## config.mk

```make
export PLATFORM = sky130hd
export DESIGN_NAME = periodic_task_due_scheduler_core_flat
export DESIGN_NICKNAME = d
export VERILOG_FILES = /design/src/hw/rtl/ptds_pkg.sv /design/src/hw/rtl/ptds_ifs.sv /design/src/hw/rtl/ptds_lane.sv /design/src/hw/rtl/periodic_task_due_scheduler_core.sv /design/src/flat_wrapper.sv
export SDC_FILE = /design/constraint.sdc
export NUM_CORES = 1
export LEC_CHECK = 0
export CORE_MARGIN = 10
export CORE_UTILIZATION = 54
export CTS_BUF_LIST = sky130_fd_sc_hd__clkbuf_16
export DETAILED_ROUTE_END_ITERATION = 10
export DONT_BUFFER_PORTS = 1
export GPL_TIMING_DRIVEN = 0
export HOLD_SLACK_MARGIN = 0.06
export PLACE_DENSITY = 0.7
export SYNTH_ARGS = -nofsm -noshare
export SYNTH_HDL_FRONTEND = slang
export SYNTH_SLANG_ARGS = --single-unit
```

## constraint.sdc

```tcl
create_clock -name clk -period 8.01 [get_ports clk]
set_clock_uncertainty 0.1 [all_clocks]
set_input_delay 1.602 -clock clk [delete_from_list [all_inputs] [get_ports clk]]
set_output_delay 1.602 -clock clk [all_outputs]
set_load 0.01 [all_outputs]
```

## src/hw/rtl/ptds_pkg.sv

```systemverilog
// Package: shared constants, opcodes and types of the periodic task due scheduler.
`default_nettype none

package ptds_pkg;

  localparam int TASKS     = 6;
  localparam int TIME_W    = 32;
  localparam int PER_W     = 16;
  localparam int NUM_REGS  = 6;
  localparam int CFG_IDX_W = $clog2(NUM_REGS);

  typedef enum logic {
    OP_ALIGN = 1'b0,
    OP_POLL  = 1'b1
  } ptds_op_t;

  typedef logic [TIME_W-1:0] ptds_time_t;
  typedef logic [PER_W-1:0]  ptds_per_t;
  typedef logic [TASKS-1:0]  ptds_mask_t;

  // Per-lane outcome of one item.
  typedef struct packed {
    logic       due;
    ptds_time_t next_time;
  } ptds_lane_res_t;

  // Reset period of each task register.
  function automatic ptds_per_t period_reset(input int idx);
    ptds_per_t p;
    case (idx)
      0:       p = PER_W'(33);
      1:       p = PER_W'(16);
      2:       p = PER_W'(340);
      3:       p = PER_W'(320);
      4:       p = PER_W'(10);
      5:       p = PER_W'(98);
      default: p = '0;
    endcase
    return p;
  endfunction

endpackage

`default_nettype wire

```

## src/hw/rtl/ptds_ifs.sv

```systemverilog
// Interfaces: input item channel and result channel, valid/ready.
`default_nettype none

interface ptds_in_if;
  import ptds_pkg::*;
  logic       valid;
  logic       ready;
  ptds_op_t   opcode;
  ptds_time_t now_tick;

  modport source (output valid, output opcode, output now_tick, input ready);
  modport sink   (input valid, input opcode, input now_tick, output ready);
endinterface

interface ptds_out_if;
  import ptds_pkg::*;
  logic       valid;
  logic       ready;
  ptds_mask_t due_mask;

  modport source (output valid, output due_mask, input ready);
  modport sink   (input valid, input due_mask, output ready);
endinterface

`default_nettype wire

```

## src/hw/rtl/ptds_lane.sv

```systemverilog
// One task lane: elapsed time, due test and next timestamp.
`default_nettype none

module ptds_lane
  import ptds_pkg::*;
(
  input  wire ptds_op_t   opcode,
  input  wire ptds_time_t now_tick,
  input  wire ptds_time_t last_time,
  input  wire ptds_per_t  period,
  output ptds_lane_res_t  res
);

  ptds_time_t              elapsed;
  logic [PER_W:0]          per_x2;
  logic                    due;
  logic                    resync;

  always_comb begin
    elapsed = now_tick - last_time;            // wraps mod 2^TIME_W
    per_x2  = {period, 1'b0};
    due     = elapsed >= TIME_W'(period);
    resync  = {1'b0, elapsed} > (TIME_W + 1)'(per_x2);

    res.due       = 1'b0;
    res.next_time = last_time;
    case (opcode)
      OP_ALIGN: begin
        res.next_time = now_tick;
      end
      OP_POLL: begin
        res.due = due;
        if (due) begin
          res.next_time = resync ? now_tick : last_time + TIME_W'(period);
        end
      end
      default: begin
        res.next_time = last_time;
      end
    endcase
  end

endmodule

`default_nettype wire

```

## src/hw/rtl/periodic_task_due_scheduler_core.sv

```systemverilog
// Top level: periodic task due scheduler with six timestamp lanes.
`default_nettype none

// Drift-free periodic scheduler for six tasks. Each item on in_ch is either an
// align beat (opcode 0: every last-fire timestamp is set to now_tick, result
// mask is zero) or a poll beat (opcode 1: each task whose elapsed time, taken
// mod 2^32, reaches its period fires; it advances by one period, or resyncs to
// now when more than twice the period has gone by). Every item yields exactly
// one due_mask beat on out_ch, in order. Throughput is one item per cycle while
// out_ch keeps ready high. Each item passes through the input register, then
// the result register; while the result slot is stalled, the item waits in
// the input register. The rate is set by the six subtract/compare lanes that
// read the timestamp registers and write them back in the same cycle, so the
// next item always sees the updated timestamps. Periods sit in cfg registers
// 0..5 and may be written only while the block is idle; writes to other
// indexes are dropped.

module periodic_task_due_scheduler_core
  import ptds_pkg::*;
(
  input  wire                  clk,
  input  wire                  rst_n,
  ptds_in_if.sink              in_ch,
  ptds_out_if.source           out_ch,
  input  wire                  cfg_we,
  input  wire [CFG_IDX_W-1:0]  cfg_idx,
  input  wire ptds_per_t       cfg_data
);

  // Config and timestamp state.
  ptds_per_t      period_r    [TASKS];
  ptds_time_t     last_fire_r [TASKS];

  // Input stage.
  logic           s1_valid_r;
  ptds_op_t       s1_op_r;
  ptds_time_t     s1_now_r;

  // Result stage.
  logic           out_valid_r;
  ptds_mask_t     out_mask_r;
  ptds_mask_t     out_mask_nxt;

  ptds_lane_res_t lane_res [TASKS];
  logic           s1_move;
  logic           in_take;

  // Stage 1 drains when the result slot is free or being emptied.
  assign s1_move     = s1_valid_r && (!out_valid_r || out_ch.ready);
  assign in_ch.ready = !s1_valid_r || s1_move;
  assign in_take     = in_ch.valid && in_ch.ready;

  assign out_ch.valid    = out_valid_r;
  assign out_ch.due_mask = out_mask_r;

  for (genvar t = 0; t < TASKS; t++) begin : g_lane
    ptds_lane u_lane (
      .opcode    (s1_op_r),
      .now_tick  (s1_now_r),
      .last_time (last_fire_r[t]),
      .period    (period_r[t]),
      .res       (lane_res[t])
    );

    always_comb out_mask_nxt[t] = lane_res[t].due;

    always_ff @(posedge clk) begin
      if (!rst_n) begin
        period_r[t]    <= period_reset(t);
        last_fire_r[t] <= '0;
      end else begin
        if (cfg_we && (cfg_idx == CFG_IDX_W'(t))) begin
          period_r[t] <= cfg_data;
        end
        if (s1_move) begin
          last_fire_r[t] <= lane_res[t].next_time;
        end
      end
    end
  end

  // Input register: control reset, payload unreset.
  always_ff @(posedge clk) begin
    if (!rst_n) begin
      s1_valid_r <= 1'b0;
    end else if (in_take) begin
      s1_valid_r <= 1'b1;
    end else if (s1_move) begin
      s1_valid_r <= 1'b0;
    end
  end

  always_ff @(posedge clk) begin
    if (in_take) begin
      s1_op_r  <= in_ch.opcode;
      s1_now_r <= in_ch.now_tick;
    end
  end

  // Result register.
  always_ff @(posedge clk) begin
    if (!rst_n) begin
      out_valid_r <= 1'b0;
    end else if (s1_move) begin
      out_valid_r <= 1'b1;
    end else if (out_ch.ready) begin
      out_valid_r <= 1'b0;
    end
  end

  always_ff @(posedge clk) begin
    if (s1_move) begin
      out_mask_r <= out_mask_nxt;
    end
  end

  // Checks.
  logic all_eq;
  always_comb begin
    all_eq = 1'b1;
    for (int t = 1; t < TASKS; t++) begin
      if (last_fire_r[t] != last_fire_r[0]) all_eq = 1'b0;
    end
  end

  // Align beat: all timestamps land on now, and the mask is empty.
  a_align_sync: assert property (@(posedge clk) disable iff (!rst_n)
    s1_move && (s1_op_r == OP_ALIGN) |=> all_eq && (last_fire_r[0] == $past(s1_now_r)))
    else $error("align did not set all timestamps to now");

  a_align_mask: assert property (@(posedge clk) disable iff (!rst_n)
    s1_move && (s1_op_r == OP_ALIGN) |=> out_valid_r && (out_mask_r == '0))
    else $error("align produced a nonzero due mask");

  // A stalled input stage keeps its item.
  a_s1_hold: assert property (@(posedge clk) disable iff (!rst_n)
    s1_valid_r && !s1_move |=> s1_valid_r && $stable(s1_now_r) && $stable(s1_op_r))
    else $error("input stage lost a stalled item");

  // Timestamps change only when an item is consumed.
  a_ts_quiet: assert property (@(posedge clk) disable iff (!rst_n)
    !s1_move |=> $stable(last_fire_r[0]))
    else $error("timestamp changed without an item");

endmodule

`default_nettype wire

```

## src/flat_wrapper.sv

```systemverilog
// flat-port wrapper written by rule: the top's interface ports become plain ports
module periodic_task_due_scheduler_core_flat import ptds_pkg::*;
  (clk, rst_n, cfg_we, cfg_idx, cfg_data, in_ch_valid, in_ch_opcode, in_ch_now_tick, in_ch_ready, out_ch_valid, out_ch_due_mask, out_ch_ready);
  ptds_in_if in_ch_i ();
  ptds_out_if out_ch_i ();
  input  wire clk;
  input  wire rst_n;
  input  wire cfg_we;
  input  wire [CFG_IDX_W-1:0] cfg_idx;
  input  wire ptds_per_t cfg_data;
  input wire logic [$bits(in_ch_i.valid)-1:0] in_ch_valid;
  input wire logic [$bits(in_ch_i.opcode)-1:0] in_ch_opcode;
  input wire logic [$bits(in_ch_i.now_tick)-1:0] in_ch_now_tick;
  output wire logic [$bits(in_ch_i.ready)-1:0] in_ch_ready;
  output wire logic [$bits(out_ch_i.valid)-1:0] out_ch_valid;
  output wire logic [$bits(out_ch_i.due_mask)-1:0] out_ch_due_mask;
  input wire logic [$bits(out_ch_i.ready)-1:0] out_ch_ready;
  assign in_ch_i.valid = in_ch_valid;
  assign in_ch_i.opcode = in_ch_opcode;
  assign in_ch_i.now_tick = in_ch_now_tick;
  assign in_ch_ready = in_ch_i.ready;
  assign out_ch_valid = out_ch_i.valid;
  assign out_ch_due_mask = out_ch_i.due_mask;
  assign out_ch_i.ready = out_ch_ready;
  periodic_task_due_scheduler_core u_core (.clk(clk), .rst_n(rst_n), .in_ch(in_ch_i), .out_ch(out_ch_i), .cfg_we(cfg_we), .cfg_idx(cfg_idx), .cfg_data(cfg_data));
endmodule
```

==> results.txt <==
status -> complete, no violations
row count -> 93
largest net degree at the start of global routing -> 34
pre-CTS WS -> -0.174 ns
CTS H-tree depth -> 2
Placer Congestion -> 0.994
Synth top area share -> 28.2%
die area -> 75,100 sq um
r2r setup slk -> 0.20 ns
Synth Instances -> 4,002
RSZ-0062 raised after global routing -> false
CP endpoint -> u_core.last_fire_r[3][7]
top cell family by delay on the critical path -> simple AND/OR/NAND/NOR gates
Via density -> 6.21
Starting Density -> 54.3%
Max Cap Viol -> 0
highest achievable clock rate -> 128 MHz
clk sinks -> 329
pwr dens -> 171 nW/um^2
Setup TNS -> 0 ns
design area -> 37,600 sq um
drt pass-1 iters -> 6
clk buf depth -> 3
via count -> 30,814
Synth top cells by count -> ha_1, inv_1, edfxtp_1
count leader, synth -> ha_1
grt ovf -> 0
WP buf/inv -> 2
Total Wirelength -> 111,000 um
Final Hold Viols -> 0
# DRC -> 0
Crit path top cell by count -> ha_1
core area -> 64,200 sq um
Slew Limit Headroom -> 2.96%
Synth Cell Area -> 34,900 sq um
Placed Area -> 36,200 sq um
critical-path cell list -> inv_1, ha_1, fa_1, nand2b_1, a21oi_1, o41ai_2, o21ai_1, o21a_1, nor2_1, xnor2_1, ha_1, nand4_1, or2_2, nor4_1, o21ai_0, or4_1, nor3_4, buf_4, mux2i_1
die width -> 274 um
layout cell share with drive strength beyond 1 -> 3.47%
number of synthesized flops with an enable pin -> 327
sequential-to-total area share from yosys stat -> 28.3%
first-pass GRT wire length -> 168,000 um
Period minus WS final -> 7.81 ns
Slew Limit Fails -> 0
R2R Path Start -> u_core.s1_now_r[0]
layer with the highest usage -> met2
worst path required time -> 8.33 ns
CP startpoint -> u_core.s1_now_r[0]
Synth Flop Type -> edfxtp_1
Ports -> 65
post-layout util -> 58.6%
setup violators final -> 0
Crit. End Element -> register
worst r2r dst -> u_core.last_fire_r[3][7]
met3 Use GR -> 4.43%
All-Layer GR Usage -> 28.8%
YS warnings -> 0
Levels on crit path -> 19
Final #Nets -> 4,599
total power draw -> 6.46 mW
Post-synth ARST share -> 0%
Finished Layout Cells -> 4,964
Antenna Nets Post-Route -> 0
worst-case reg-to-reg path depth -> 19
initial antenna violation count -> 8
CTS tree -> done
CP Class -> register to register
VDD IR-drop max -> 0.000179 V
placed insts -> 4,864
syn_area_per_cell -> 8.71 sq um
CP Launch Type -> register
Syn Nets -> 4,545
Synth area leader -> edfxtp_1
met2 Resource Use GR -> 47.7%
clk root buf -> clkbuf_16
worst hold path type -> register to register
Starting DRT DRC Count -> 2,842
vias in the first global route -> 29,771
I/O Buffers -> 0
Netlist cell types -> 90
clock-pin slew on the worst setup and hold paths -> 0.06 ns
met1 Resource Use GR -> 36.3%
Area Overhead vs Synth -> 7.94%
crit-path max cell delay -> 0.75 ns
slack of the critical path -> 0.199 ns
DR WL/cell -> 22.3 um
Lkg Pwr -> 15.7 nW
hold_ws -> 0.435 ns
crit path max fanout -> 10
CTS Hold Bufs -> 0
worst skew pair latency -> 0.59 ns
chip height -> 274 um
Slew @ Worst Pin -> 1.46 ns
Critical-path top delay cell -> inv_1
Data arrival, critical path -> 8.13 ns
CTS buffer count -> 44
fin crit share -> 97.5%
synthesized flop and latch total -> 329
hpwl dp -> 86,600 um
Synth area leaders -> edfxtp_1, ha_1, xnor2_1
[placed cells by master, fill, tap and decap left out, types with 95 or more instances in the layout]
| cell | count |
|---|---|
| o21ai_0 | 208 |
| inv_1 | 367 |
| mux2i_1 | 152 |
| nand3_1 | 95 |
| and2_1 | 106 |
| ha_1 | 474 |
| edfxtp_1 | 327 |
| a21oi_1 | 299 |
| xnor2_1 | 221 |
| nor2_1 | 268 |
| nand2_1 | 294 |
| a21o_1 | 153 |
[cells by family (layout without fill, tap and decap cells)]
family                   after synthesis  after routing  synth area share, %
other                                  0             21                    0
buffers and inverters                470            556                 5.31
XOR/XNOR                             282            282                 7.08
adder cells (fa/ha/maj)              486            486                 17.7
AO/OA/AOI/OAI                       1067           1067                 19.8
multiplexers                         155            155                 4.46
AND/OR/NAND/NOR                     1213           1213                 17.4
flip-flops                           329            329                 28.3
[report_power, final]
part           internal [mW]  switching (mW)
combinational          0.957            1.37
clock                   1.15           0.815
sequential              2.02           0.149
total                   4.12            2.33
[sequential cells by signal, indices dropped and copies added (netlist names)]
name / count
u_core.last_fire_r: 192
u_core.out_ch.due_mask: 6
u_core.out_ch.valid: 1
u_core.period_r: 96
u_core.s1_now_r: 32
u_core.s1_op_r: 1
u_core.s1_valid_r: 1
[area by class of cell]
class	count	area [sq um]
multi-input combinational	3203	23300
tap	855	1070
antenna	21	52.6
clock inverter	33	273
timing repair buffer	8	144
fill	5836	26600
clock buffer	45	1130
sequential	329	9860
inverter	366	1380
buffer	104	477
[worst min path at each step]
stage	endpoint	cells after the start	slack (ns)	start
CTS	u_core.out_ch.valid	1	0.44	u_core.s1_valid_r
detailed placement	u_core.out_ch.valid	1	0.43	u_core.s1_valid_r
finish	u_core.out_ch.valid	1	0.43	u_core.s1_valid_r
floorplan	u_core.out_ch.valid	1	0.39	u_core.s1_valid_r
global route	u_core.out_ch.valid	1	0.47	u_core.s1_valid_r
global placement	u_core.out_ch.valid	1	0.41	u_core.s1_valid_r
[worst reg2reg max path: stages (launching register included)]
cell and delay (ns):
edfxtp_1 0.67, inv_1 0.76, ha_1 0.34, fa_1 0.21, nand2b_1 0.14, a21oi_1 0.10
o41ai_2 0.70, o21ai_1 0.37, o21a_1 0.26, nor2_1 0.17, xnor2_1 0.15, ha_1 0.32
nand4_1 0.15, or2_2 0.39, nor4_1 0.67, o21ai_0 0.45, or4_1 0.56, nor3_4 0.51
buf_4 0.39, mux2i_1 0.26
[metal layers]
| metal | wire (um) | vias to the layer above |
|---|---|---|
| met2 | 50500 | 1071 |
| li1 | - | 14848 |
| met3 | 7930 | 261 |
| met5 | 0 | - |
| met4 | 5730 | 0 |
| met1 | 46500 | 14634 |
[what timing repair did]
item | CTS | global route
cloned | 0 | 0
setup endpoints to repair | 31 | 4
gates resized for setup | 1 | 1
setup buffers | 1 | 0
pin swaps | 0 | 0
(Power assumes the default switching activity.)
